--- src/fldsw_pkg.sv ---
// ----------------------------------------------------------------------------
// fldsw_pkg
// Shared types and constants of the framed link deframer with stop-and-wait
// transmit gating.
// ----------------------------------------------------------------------------
`default_nettype none

package fldsw_pkg;

    localparam int MAX_PENDING = 16;
    localparam int PEND_W      = $clog2(MAX_PENDING + 1);

    localparam logic [7:0] PREAMBLE_BYTE  = 8'hFE;
    localparam logic [7:0] POSTAMBLE_BYTE = 8'hFD;

    localparam logic [7:0] ACK_CMD_RESET  = 8'd250;
    localparam logic [7:0] NACK_CMD_RESET = 8'd251;

    typedef enum logic [1:0] {
        OP_RX_BYTE = 2'd0,
        OP_QUEUE   = 2'd1,
        OP_POLL    = 2'd2,
        OP_NONE    = 2'd3
    } op_t;

    typedef enum logic [2:0] {
        PH_HUNT1 = 3'd0,
        PH_HUNT2 = 3'd1,
        PH_CMD   = 3'd2,
        PH_LEN   = 3'd3,
        PH_DATA  = 3'd4,
        PH_POST  = 3'd5
    } phase_t;

    typedef enum logic [1:0] {
        CLS_DATA = 2'd0,
        CLS_ACK  = 2'd1,
        CLS_NACK = 2'd2
    } cls_t;

    typedef enum logic [2:0] {
        K_BODY = 3'd0,
        K_GOOD = 3'd1,
        K_BAD  = 3'd2,
        K_ACK  = 3'd3,
        K_NACK = 3'd4,
        K_SEND = 3'd5,
        K_FULL = 3'd6
    } kind_t;

    typedef enum logic {
        CFG_ACK_CMD  = 1'b0,
        CFG_NACK_CMD = 1'b1
    } cfg_idx_t;

    typedef struct packed {
        kind_t       kind;
        logic [7:0]  body;
        logic [4:0]  pending;
    } res_t;

endpackage

`default_nettype wire

--- src/fldsw_core.sv ---
// ----------------------------------------------------------------------------
// fldsw_core
// Frame state machine, pending-frame counter and ack flag; turns one
// registered item into at most one result combinationally.
// ----------------------------------------------------------------------------
`default_nettype none

module fldsw_core
(
    input  wire logic          clk,
    input  wire logic          rst_n,
    input  wire logic          cfg_we,
    input  wire logic          cfg_index,
    input  wire logic [7:0]    cfg_data,
    input  wire logic          step,
    input  wire logic [1:0]    op,
    input  wire logic [7:0]    rx_byte,
    output      logic          res_valid,
    output      fldsw_pkg::res_t res
);
    import fldsw_pkg::*;

    phase_t             phase_reg, phase_next;
    logic [7:0]         left_reg, left_next;
    cls_t               cls_reg, cls_next;
    logic [PEND_W-1:0]  pend_reg, pend_next;
    logic               acked_reg, acked_next;
    logic [7:0]         ack_cmd_reg;
    logic [7:0]         nack_cmd_reg;

    logic [7:0]         left_dec;
    logic               deliver;
    logic               pop;

    always_ff @(posedge clk or negedge rst_n)
    begin
        if (!rst_n)
        begin
            ack_cmd_reg  <= ACK_CMD_RESET;
            nack_cmd_reg <= NACK_CMD_RESET;
        end
        else if (cfg_we)
        begin
            unique case (cfg_idx_t'(cfg_index))
                CFG_ACK_CMD:  ack_cmd_reg  <= cfg_data;
                CFG_NACK_CMD: nack_cmd_reg <= cfg_data;
                default:      ;
            endcase
        end
    end

    always_ff @(posedge clk or negedge rst_n)
    begin
        if (!rst_n)
        begin
            phase_reg <= PH_HUNT1;
            left_reg  <= '0;
            cls_reg   <= CLS_DATA;
            pend_reg  <= '0;
            acked_reg <= 1'b1;
        end
        else if (step)
        begin
            phase_reg <= phase_next;
            left_reg  <= left_next;
            cls_reg   <= cls_next;
            pend_reg  <= pend_next;
            acked_reg <= acked_next;
        end
    end

    always_comb
    begin
        phase_next = phase_reg;
        left_next  = left_reg;
        cls_next   = cls_reg;
        pend_next  = pend_reg;
        acked_next = acked_reg;
        res_valid  = 1'b0;
        res.kind   = K_BODY;
        res.body   = '0;
        deliver    = (cls_reg == CLS_DATA);
        pop        = 1'b0;
        left_dec   = (left_reg != 8'd0) ? left_reg - 8'd1 : left_reg;

        unique case (op_t'(op))
            OP_RX_BYTE:
            begin
                unique case (phase_reg)
                    PH_HUNT1:
                    begin
                        if (rx_byte == PREAMBLE_BYTE)
                            phase_next = PH_HUNT2;
                    end
                    PH_HUNT2:
                    begin
                        phase_next = (rx_byte == PREAMBLE_BYTE) ? PH_CMD : PH_HUNT1;
                    end
                    PH_CMD:
                    begin
                        // ack match wins when both commands are equal
                        if (rx_byte == ack_cmd_reg)
                            cls_next = CLS_ACK;
                        else if (rx_byte == nack_cmd_reg)
                            cls_next = CLS_NACK;
                        else
                            cls_next = CLS_DATA;
                        phase_next = PH_LEN;
                        if (rx_byte != ack_cmd_reg && rx_byte != nack_cmd_reg)
                        begin
                            res_valid = 1'b1;
                            res.body  = rx_byte;
                        end
                    end
                    PH_LEN:
                    begin
                        left_next  = rx_byte;
                        phase_next = (rx_byte == 8'd0) ? PH_POST : PH_DATA;
                        if (deliver)
                        begin
                            res_valid = 1'b1;
                            res.body  = rx_byte;
                        end
                    end
                    PH_DATA:
                    begin
                        left_next = left_dec;
                        if (left_dec == 8'd0)
                            phase_next = PH_POST;
                        if (deliver)
                        begin
                            res_valid = 1'b1;
                            res.body  = rx_byte;
                        end
                    end
                    PH_POST:
                    begin
                        phase_next = PH_HUNT1;
                        res_valid  = 1'b1;
                        if (rx_byte != POSTAMBLE_BYTE)
                            res.kind = K_BAD;
                        else if (cls_reg == CLS_ACK)
                        begin
                            res.kind = K_ACK;
                            pop      = 1'b1;
                        end
                        else if (cls_reg == CLS_NACK)
                            res.kind = K_NACK;
                        else
                        begin
                            res.kind = K_GOOD;
                            pop      = 1'b1;
                        end
                    end
                    default:
                    begin
                        phase_next = PH_HUNT1;
                    end
                endcase
            end
            OP_QUEUE:
            begin
                if (pend_reg < PEND_W'(MAX_PENDING))
                    pend_next = pend_reg + PEND_W'(1);
                else
                begin
                    res_valid = 1'b1;
                    res.kind  = K_FULL;
                end
            end
            OP_POLL:
            begin
                if (pend_reg != '0 && acked_reg)
                begin
                    acked_next = 1'b0;
                    res_valid  = 1'b1;
                    res.kind   = K_SEND;
                end
            end
            default: ;
        endcase

        if (pop)
        begin
            if (pend_reg != '0)
                pend_next = pend_reg - PEND_W'(1);
            acked_next = 1'b1;
        end

        res.pending = 5'(pend_next);
    end

    pend_bound_a: assert property (@(posedge clk) disable iff (!rst_n)
        pend_reg <= PEND_W'(MAX_PENDING))
        else $error("pending count above limit");

    send_clears_ack_a: assert property (@(posedge clk) disable iff (!rst_n)
        step && res_valid && res.kind == K_SEND |=> !acked_reg)
        else $error("send grant left ack flag set");

    good_end_sets_ack_a: assert property (@(posedge clk) disable iff (!rst_n)
        step && res_valid && (res.kind == K_GOOD || res.kind == K_ACK)
        |=> acked_reg && phase_reg == PH_HUNT1)
        else $error("good frame end did not set ack and rehunt");

endmodule

`default_nettype wire

--- src/fldsw_out_buf.sv ---
// ----------------------------------------------------------------------------
// fldsw_out_buf
// Result register with a skid stage, so the core can keep stepping after
// the sink stalls until the skid stage is full.
// ----------------------------------------------------------------------------
`default_nettype none

module fldsw_out_buf
(
    input  wire logic            clk,
    input  wire logic            rst_n,
    input  wire logic            push,
    input  wire fldsw_pkg::res_t push_data,
    output      logic            space,
    output      logic            out_valid,
    output      fldsw_pkg::res_t out_data,
    input  wire logic            out_ready
);
    import fldsw_pkg::*;

    logic  main_valid_reg;
    res_t  main_data_reg;
    logic  skid_valid_reg;
    res_t  skid_data_reg;
    logic  pop;

    assign pop       = main_valid_reg && out_ready;
    assign space     = !skid_valid_reg;
    assign out_valid = main_valid_reg;
    assign out_data  = main_data_reg;

    always_ff @(posedge clk or negedge rst_n)
    begin
        if (!rst_n)
        begin
            main_valid_reg <= 1'b0;
            skid_valid_reg <= 1'b0;
        end
        else if (pop)
        begin
            if (skid_valid_reg)
            begin
                main_valid_reg <= 1'b1;
                skid_valid_reg <= 1'b0;
            end
            else
                main_valid_reg <= push;
        end
        else if (push)
        begin
            if (main_valid_reg)
                skid_valid_reg <= 1'b1;
            else
                main_valid_reg <= 1'b1;
        end
    end

    always_ff @(posedge clk)
    begin
        if (pop)
        begin
            if (skid_valid_reg)
                main_data_reg <= skid_data_reg;
            else if (push)
                main_data_reg <= push_data;
        end
        else if (push)
        begin
            if (main_valid_reg)
                skid_data_reg <= push_data;
            else
                main_data_reg <= push_data;
        end
    end

    skid_implies_main_a: assert property (@(posedge clk) disable iff (!rst_n)
        skid_valid_reg |-> main_valid_reg)
        else $error("skid holds data while main register empty");

    no_push_when_full_a: assert property (@(posedge clk) disable iff (!rst_n)
        skid_valid_reg |-> !push)
        else $error("result pushed into full buffer");

endmodule

`default_nettype wire

--- src/framed_link_deframer_stop_and_wait.sv ---
// ----------------------------------------------------------------------------
// framed_link_deframer_stop_and_wait
// Byte-link deframer (FE FE cmd len data FD) with a stop-and-wait transmit
// gate: pending-frame count, ack flag and send-poll grants.
//
//   channel   direction  payload
//   s_axis    in         tuser = operation, tdata = rx_byte
//   m_axis    out        tuser = result_kind, tdata = body_byte, pending_frames
//   cfg       in         cfg_index 0 ack_command, 1 nack_command
//
// One item per cycle sustained while m_tready stays high: input register,
// combinational step logic in the core, then a result register backed by a
// one-entry skid stage. Result valid comes from the result register, so each
// result is registered in the input register and then in the result register.
// Reset restores hunting, zero pending frames, ack flag set, default commands.
// A stalled sink fills the skid stage; s_tready then drops while the input register holds an item, until it drains.
// ----------------------------------------------------------------------------
`default_nettype none

module framed_link_deframer_stop_and_wait
(
    input  wire logic        clk,
    input  wire logic        rst_n,
    input  wire logic        s_tvalid,
    output      logic        s_tready,
    input  wire logic [7:0]  s_tdata,   // [7:0] rx_byte
    input  wire logic [1:0]  s_tuser,   // [1:0] operation
    output      logic        m_tvalid,
    input  wire logic        m_tready,
    output      logic [15:0] m_tdata,   // [7:0] body_byte, [12:8] pending_frames
    output      logic [2:0]  m_tuser,   // [2:0] result_kind
    input  wire logic        cfg_we,
    input  wire logic        cfg_index,
    input  wire logic [7:0]  cfg_data
);
    import fldsw_pkg::*;

    logic        in_valid_reg;
    logic [1:0]  in_op_reg;
    logic [7:0]  in_byte_reg;
    logic        step;
    logic        res_valid;
    res_t        res;
    logic        space;
    res_t        out_data;

    assign step     = in_valid_reg && space;
    assign s_tready = !in_valid_reg || space;

    always_ff @(posedge clk or negedge rst_n)
    begin
        if (!rst_n)
            in_valid_reg <= 1'b0;
        else if (s_tready)
            in_valid_reg <= s_tvalid;
    end

    always_ff @(posedge clk)
    begin
        if (s_tready && s_tvalid)
        begin
            in_op_reg   <= s_tuser;
            in_byte_reg <= s_tdata;
        end
    end

    fldsw_core u_core
    (
        .clk       (clk),
        .rst_n     (rst_n),
        .cfg_we    (cfg_we),
        .cfg_index (cfg_index),
        .cfg_data  (cfg_data),
        .step      (step),
        .op        (in_op_reg),
        .rx_byte   (in_byte_reg),
        .res_valid (res_valid),
        .res       (res)
    );

    fldsw_out_buf u_out_buf
    (
        .clk       (clk),
        .rst_n     (rst_n),
        .push      (step && res_valid),
        .push_data (res),
        .space     (space),
        .out_valid (m_tvalid),
        .out_data  (out_data),
        .out_ready (m_tready)
    );

    assign m_tuser = out_data.kind;
    assign m_tdata = {3'b000, out_data.pending, out_data.body};

endmodule

`default_nettype wire
--- config.mk ---
export PLATFORM = sky130hd
export DESIGN_NAME = framed_link_deframer_stop_and_wait
export DESIGN_NICKNAME = d
export VERILOG_FILES = /design/src/fldsw_pkg.sv /design/src/fldsw_core.sv /design/src/fldsw_out_buf.sv /design/src/framed_link_deframer_stop_and_wait.sv
export SDC_FILE = /design/constraint.sdc
export NUM_CORES = 1
export LEC_CHECK = 0
export BUFFER_PORTS_ARGS = -buffer_cell sky130_fd_sc_hd__buf_2
export CORE_ASPECT_RATIO = 0.8
export CORE_MARGIN = 2
export CORE_UTILIZATION = 58
export DETAILED_ROUTE_END_ITERATION = 10
export GPL_TIMING_DRIVEN = 0
export MAX_ROUTING_LAYER = met4
export PLACE_DENSITY_LB_ADDON = 0.3
export SYNTH_ARGS = -nofsm -noshare
export SYNTH_HDL_FRONTEND = slang
export SYNTH_HIERARCHICAL = 1
export SYNTH_SLANG_ARGS = --single-unit
--- constraint.sdc ---
create_clock -name clk -period 3.6 [get_ports clk]
set_input_delay 1.08 -clock clk [delete_from_list [all_inputs] [get_ports clk]]
set_output_delay 1.08 -clock clk [all_outputs]
set_load 0.05 [all_outputs]
; After elaboration in Yosys (flattened, before gate mapping)
; Index checks and enable logic that the tools add are counted.
[op_classes]
shift = 0
n_lt_le_gt_ge = 1
n_mul = 0
bitwise = 2
div = 0
add_sub_neg = 3
n_eq_ne = 18
n_mux = 49
reduce_logical = 32
[ops]
columns = cell, count
row1 = $mux 16, 5
row2 = $mux 8, 4
row3 = $pmux 8 s2, 2
row4 = $mux 3, 8
row5 = $mux 5, 4
row6 = $mux 1, 19
row7 = $eq 8x8->1, 2
row8 = $logic_not 8->1, 2
row9 = $ne 8x8->1, 2
row10 = $pmux 3 s5, 1
row11 = $reduce_and 3->1, 5
row12 = $reduce_bool 2->1, 6
row13 = $pmux 3 s3, 1
row14 = $eq 8x8->1 const B, 1
row15 = $ne 8x8->1 const B, 1
row16 = $reduce_bool 8->1, 1
row17 = $sub 8x1->8 const B, 1
row18 = $eq 3x2->1 const B, 2
row19 = $eq 3x3->1 const B, 2
row20 = $logic_and 1x1->1, 6
row21 = $mux 2, 3
row22 = $pmux 1 s3, 2
row23 = $reduce_and 2->1, 3
row24 = $add 5x1->5 const B, 1
row25 = 15 further kinds, 21
[word_totals]
ramBits = 0
input_bits = 24
ff_bits = 80
mem_bits_ro = 0
latchBits = 0
memories = 0

; Depth between registers and ports, before layout
; Gate-level depths: netlist (run 1).
[depth]
depth_word = 10
ltp_mapped = 10
ltp_nobuf = 9

; Hierarchy
; The synthesis (run 1) kept the hierarchy.
[modules_own_cells]
columns = mod, instances, area_each_um2, cells_each
row1 = fldsw_core, 1, 2441.1, 279
row2 = fldsw_out_buf, 1, 1312.5, 62
row3 = framed_link_deframer_stop_and_wait, 1, 392.9, 20

; Worst setup path before layout (run 1)
; No wires, ideal clock.
[synth_path]
path_type = register to register
from = reg in_byte_reg[1]
to = reg u_out_buf.main_data_reg (netlist bit u_out_buf/out_data[0]) (enable)
setup_ns = 0.394
arrival_time_ns = 2.550
stages_incl_launch_ff = 11
path_slack_ns = 0.656
t_required_ns = 3.206
n_path_buf = 2
cell_sequence = edfxtp_1 -> clkbuf_1 -> xnor2_1 -> nand4_1 -> nor2_1 -> o32a_1 -> clkbuf_1 -> o2111ai_1 -> and3_1 -> a21oi_1 -> a21oi_1
[synth_between]
elab_chain_len = 8
word_cells_on_any_way = 10
cone_classes = eq/ne: 2 / mux: 3 / reduce/logical: 5
[synth_rtl]
columns = item, line
row1 = start: declaration, framed_link_deframer_stop_and_wait.sv:40  ; logic [7:0] in_byte_reg;
row2 = start signal: assignment, framed_link_deframer_stop_and_wait.sv:63  ; in_byte_reg <= s_tdata;
row3 = $ne 8x8->1, fldsw_core.sv:109  ; if (rx_byte != ack_cmd_reg && rx_byte != nack_cmd_reg)
row4 = $logic_and 1x1->1 *, fldsw_core.sv:109
row5 = $mux 1 *, fldsw_core.sv:109
row6 = $pmux 1 s3 *, fldsw_core.sv:89  ; unique case (phase_reg)
row7 = $pmux 1 s3 *, fldsw_core.sv:86  ; unique case (op_t'(op))
row8 = named net res_valid, framed_link_deframer_stop_and_wait.sv:42  ; logic res_valid;
row9 = $logic_and 1x1->1 *, framed_link_deframer_stop_and_wait.sv:85  ; .push (step && res_valid),
row10 = $reduce_bool 2->1 (no line), -
row11 = $reduce_and 3->1 (no line) *, -
row12 = end signal: assignment, fldsw_out_buf.sv:63  ; main_data_reg <= skid_data_reg;
row13 = end signal: assignment, fldsw_out_buf.sv:65  ; main_data_reg <= push_data;
row14 = end signal: assignment, fldsw_out_buf.sv:72  ; main_data_reg <= push_data;
row15 = end: declaration, fldsw_out_buf.sv:22  ; res_t main_data_reg;
; The timed path passes the listed nets; every way through them passes the cells marked *.
; A chain may end at the register's enable or synchronous reset.

; Worst setup path after layout (run 1)
[layout_path]
from = reg in_byte_reg[1]
to = reg u_out_buf.main_data_reg (netlist bit u_out_buf/out_data[13]) (enable)
; Same word-level chain as after synthesis.

==> results of run 1 <==
==> critical path: cells and delay by family, from the launching register on <==
kind | cells | cell delay, ps
AO/OA/AOI/OAI | 4 | 1370
XOR/XNOR | 1 | 140
buffers and inverters | 2 | 560
flip-flops | 1 | 330
AND/OR/NAND/NOR | 3 | 450
==> report_power, final <==
part           leakage [µW]  switching, µW  total [µW]  internal (µW)
sequential         0.000851           18.5        1020           1000
combinational      0.000893           43.4        95.3           51.8
clock              0.000101            327         652            325
==> stage by stage <==
step / instance area (µm²) / total power, µW / cells / TNS, ps
finish: 4667 / 1766 / 507 / 0
CTS: 4667 / 1787 / 507 / 0
global placement: 4468 / 1127 / 491 / -14.13
floorplan: 4154 / 1097 / 363 / 0
detailed placement: 4468 / 1133 / 491 / -2133
global route: 4667 / 1832 / 507 / 0
==> layer usage <==
layer | share of wire [%] | track usage [%] | vias to the layer above
met5 | 0 | - | -
met3 | 6.8 | 6.567 | 14
met2 | 47 | 37.35 | 125
li1 | - | - | 1429
met4 | 1.2 | 7.671 | 0
met1 | 45 | 32.15 | 1433
==> layout make-up <==
class	count	area (µm²)
repair buffers	41	205.2
plain buffers	24	125.1
clock inverters	6	67.56
fillers	540	2225
well taps	87	108.9
inverters	13	48.80
flip-flops and latches	80	2230
multi-input cells	246	1754
clock buffers	10	127.6
==> worst paths after layout <==
check / slack, ps / end / startpoint / depth (start not counted)
max: 360 / u_out_buf/out_data[13] / in_byte_reg[1] / 10
min: 540 / u_core/cls_reg[1] / u_core/cls_reg[1] / 2
max reg2reg: 360 / u_out_buf/out_data[13] / in_byte_reg[1] / 10
min reg2reg: 540 / u_core/cls_reg[1] / u_core/cls_reg[1] / 2
max in group asynchronous: 2200 / u_core/cls_reg[0] / rst_n / 1
min in group asynchronous: 850 / u_core/left_reg[4] / rst_n / 1
==> kinds of logic after synthesis <==
kind of cell	after synthesis
fa+ha+maj	4
mux	34
compound gates	72
buf+inv	37
xor+xnor	19
simple gates	114
other cells	1
flops	80
==> timing repair <==
action	CTS	global route
resized for setup	1	0
endpoints found under the setup margin	16	0
buffers inserted	0	0
==> cells in the final DEF (no fill, tap or decap), drive strengths merged, types with 2 or more instances in the layout <==
cell type,n
buf,54
edfxtp,42
mux2,33
nor2,28
dfrtp,24
o21ai,21
clkbuf,21
nand2,20
xnor2,19
a21oi,19
inv,15
dfstp,14
nand3,9
and3,8
nor3,8
nand2b,7
nand4,6
nor2b,6
ha,4
and2,4
nor4,4
or2,4
conb,3
and4,3
a21o,3
a22oi,3
a32oi,3
o2bb2ai,3
clkinv,3
a2111oi,3
o2111ai,2
or4,2
o41ai,2
o22ai,2
a31oi,2
nor3b,2
==> results.md, run 1 <==
- Hold Crit Class: reg2reg
- ANT cells: 0
- Endpoints failing setup: 0
- Dpl ws: -134.6 ps
- Fmax: 308.9 MHz
- RSZ-0062 raised after global routing: false
- DP HPWL: 5993 µm
- Initial antenna violation count: 0
- Drt total wl: approximately 8500 µm
- WHS: 542.8 ps
- Synth top area share: 30.42%
- Shortest period the worst path allows: 3237 ps
- Commonest cells in the netlist: edfxtp_1 (42), nor2_1 (28), dfrtp_1 (24)
- CP peak stage delay: around 690 ps
- Global-route wire length before repair: 14460 µm
- Area grow syn2layout: 12.55%
- Cell with the most instances after synthesis: edfxtp_1
- CP max-delay cell: a21oi_2
- Core area: 6892 µm²
- Post-synthesis mux area share: 10.11%
- Post-CTS Hold Buffers: 0
- Pwr Density: 378.3 nW/µm²
- Vias/cell: roughly 6
- Final ANT Viol Nets: 0
- Max-slew violations: 0
- Crit path max fanout: 16
- Die Wd: between 90 and 100 µm
- Main synth FF type: edfxtp_1
- Status: complete, no violations
- Synth warn: 6
- Initial core utilization: between 60% and 70%
- Nets: 443
- GPL Wtd Cong: 0.9458
- Die area: between 7000 and 8000 µm²
- Post-synthesis xor/xnor area fraction: 4.013%
- Layout cells sized above 1: 30.95%
- CP startpoint kind: register
- Final Hold Viols: 0
- Largest family of logic cells by synthesized area: simple AND/OR/NAND/NOR gates
- Worst endpoint data arrival time: about 3200 ps
- Global Route Usage Sum: 24.36%
- Crit-path most repeated cell: clkbuf_1
- Row count: 27
- CTS HTree Levels: 3
- Clk_lat worst skew: 350 ps
- Post-synth top area cell: edfxtp_1
- Die Span Y: 79.63 µm
- Clk slew on worst S/H paths: 80 ps
- Synth area leaders: edfxtp_1 (30%), dfrtp_1 (14%), dfstp_2 (8.9%)
- Syn_area_per_cell: between 10 and 15 µm²
- Post-layout util: 67.72%
- Part of the cycle the worst path needs: between 80 and 90%
- CTS max path bufs: 2
- Total CTS buffers: 9
- CTS root buf: clkbuf_8
- Yosys cell types: 60
- TritonRoute pass-1 iters: 4
- Routed len/inst: 16.73 µm
- IO Pins: 45
- Worst Max-Slew Pin Slew: 937.9 ps
- Largest net degree at the start of global routing: 39
- Clock Sinks: 80
- Synth Area in Simple Gates: roughly 15%
- Synth Instances: 361
- Port Buffers: 41
- Rel. slew slack: 37.47%
- Synthesized cell area: between 4000 and 5000 µm²
- Crit path cell chain: clkbuf_1, xnor2_1, nand4_1, nor2_1, o32a_1, clkbuf_1, o2111ai_1, and3_1, a21oi_1, a21oi_2
- Max-Cap Viols: 0
- EDFF count, synth: 42
- Maximum VDD drop: 348.6 µV
- CTS tree: done
- Fin Clk Skew: around 8.6 ps
- CP Class: reg2reg
- Compound-cell area share of the yosys netlist: 11.44%
- Starting DRT DRC Count: 247
- FF+latch count, synth: 80
- Worst EP required: 3570 ps
- Leak pwr: 0.001845 µW
- Asr flop ratio synth: a little under half
- Number of global-route vias before repair: 3011
- Post-synthesis adder-cell area fraction: under 10%
- Remaining Overflow, GRT: 0
- CP Capture Type: register
- Sequential fraction of the synthesis area: approximately 54%
- Worst setup margin: 362.6 ps
- DR vias: between 3000 and 4000
- DRC Markers: 0
(Power assumes the default switching activity.)
==> run 2, diff against run 1 <==
CORE_ASPECT_RATIO = 1.25   (was 0.8)
==> run 2 against run 1 <==
Compared with the run above:
- power rose by 0.31%
- first-iteration DRC count did not move
- flip-flop and latch count did not move
- critical path type unchanged
- largest power group unchanged
==> results.md, run 2 (synthesized netlist as in run 1, its figures left out) <==
- Initial core utilization: 59.80%
- Shortest period the worst path allows: roughly 3100 ps
- Maximum VDD drop: 297.5 µV
- Most frequent cells in the layout: buf_2 (49), edfxtp_1 (42), nor2_1 (28)
- RSZ-0062 raised after global routing: false
- Max-slew violations: 0
- CTS root buf: clkbuf_8
- Worst EP required: between 3000 and 4000 ps
- Final ANT Viol Nets: 0
- Routed len/inst: 15.43 µm
- Starting DRT DRC Count: 247
- Area grow syn2layout: 12.79%
- TritonRoute pass-1 iters: 4
- Non-filler cells, final: 510
- Endpoints failing setup: 0
- Row count: 34
- Core area: 6934 µm²
- Number of global-route vias before repair: 2875
- Clk_lat worst skew: 350 ps
- Die area: 7845 µm²
- GPL Wtd Cong: 0.8630
- Vias/cell: 5.722
- FF+latch area: 2230 µm²
- Global Route Usage Sum: roughly 22%
- DR vias: 2918
- Clock Sinks: 80
- Dpl ws: -31.58 ps
- CP Capture Type: register
- IO Pins: between 40 and 50
- Crit-path most repeated cell: clkbuf_1
- Area of the multi-input gates: roughly 1800 µm²
- CP peak stage delay: about 630 ps
- Rel. slew slack: 40.26%
- CP max-delay cell: a21oi_2
- Worst setup margin: 457.2 ps
- Worst endpoint data arrival time: 3120 ps
- CP startpoint kind: register
- Total CTS buffers: 9
- CTS tree: done
- CP Class: reg2reg
- Global-route wire length before repair: around 13000 µm
- Pwr Density: 378.7 nW/µm²
- Final Hold Viols: 0
- Post-CTS Setup Inserts: 0
- Die Wd: 79.63 µm
- Max-Cap Viols: 0
- Status: complete, no violations
- Die Span Y: 98.53 µm
- Initial antenna violation count: 0
- Nets: 443
- Port Buffers: 41
- Crit path cell chain: clkbuf_1, xnor2_1, nand4_1, nor2_1, o32a_1, clkbuf_1, o2111ai_1, and3_1, a21oi_1, a21oi_2
- Remaining Overflow, GRT: 0
- Part of the cycle the worst path needs: between 80 and 90%
- ANT cells: 0
- Commonest non-fill, non-tap cell in the layout: buf_2
- Fin Clk Skew: between 7 and 8 ps
- DRC Markers: 0
- Fmax: 318.2 MHz
- Layout cells sized above 1: 30.95%
- Hold Crit Class: reg2reg
- Worst Max-Slew Pin Slew: 896.1 ps
- CTS max path bufs: 2
- Clk slew on worst S/H paths: 80 ps
- Largest net degree at the start of global routing: 39
- Drt total wl: about 7900 µm
- CTS HTree Levels: 3
- Dpl cells: slightly below 500
- Leak pwr: between 0.0015 and 0.002 µW
- Post-CTS Hold Buffers: 0
- Crit path max fanout: 16
- DP HPWL: 5680 µm
- Fillers: 520
- Power Total: 1771 µW
==> run 2: cell types whose count changed in the layout (fill, tap and decap cells not counted), sizes merged <==
cell	change
inv	+1
clkinv	-2
clkbuf	-1
clkinvlp	+2
==> run 2: worst max-delay path: cells and delay by family, from the launching register on <==
kind            cells  cell delay, ps
simple gates        3             460
buf+inv             2             570
compound gates      4            1290
flops               1             320
xor+xnor            1             130
==> run 2: final cells by class <==
cell class	instances	area share, %
inverter	13	1.043
clock buffer	9	2.648
tap	90	2.408
buffer	24	2.675
clock inverter	7	1.659
sequential	80	47.67
timing repair buffer	41	4.387
multi-input combinational	246	37.51
==> run 2: path summary, 6_finish.rpt <==
kind / startpoint / endpoint / slack, ps / cells past startpoint
min in group asynchronous: rst_n / u_core/pend_reg[2] / 850 / 1
max reg2reg: in_byte_reg[1] / u_out_buf/out_data[4] / 460 / 10
max in group asynchronous: rst_n / u_core/left_reg[7] / 2190 / 1
max: in_byte_reg[1] / u_out_buf/out_data[4] / 460 / 10
min: u_core/cls_reg[1] / u_core/cls_reg[1] / 540 / 2
min reg2reg: u_core/cls_reg[1] / u_core/cls_reg[1] / 540 / 2
==> run 2: where the power goes <==
group / internal, µW / switching, µW
Sequential: 1000 / 18.7
Clock: 327 / 330
Combinational: 51.8 / 42.8
Total: 1380 / 392
==> run 2: routing by layer <==
layer,global-route usage [%],routed length (µm),vias up
met4,9.151,154,0
met2,36.39,4080,72
met5,-,0,-
met3,4.853,313,18
li1,-,-,1430
met1,26.18,3321,1398
==> run 2: timing repair <==
item	CTS	global route
endpoints found under the hold margin	0	0
gates resized for setup	1	0
endpoints found under the setup margin	16	0
==> run 2: through the flow <==
stage	hold WS [ps]	area [µm²]	setup TNS [ps]	util, %
3_3_place_gp	505.0	4472	0	64.49
3_5_place_dp	523.0	4472	-499.8	64.49
6_report	538.3	4677	0	67.45
5_1_grt	559.7	4677	0	67.45
4_1_cts	542.8	4677	0	67.45
2_1_floorplan	476.7	4154	0	-
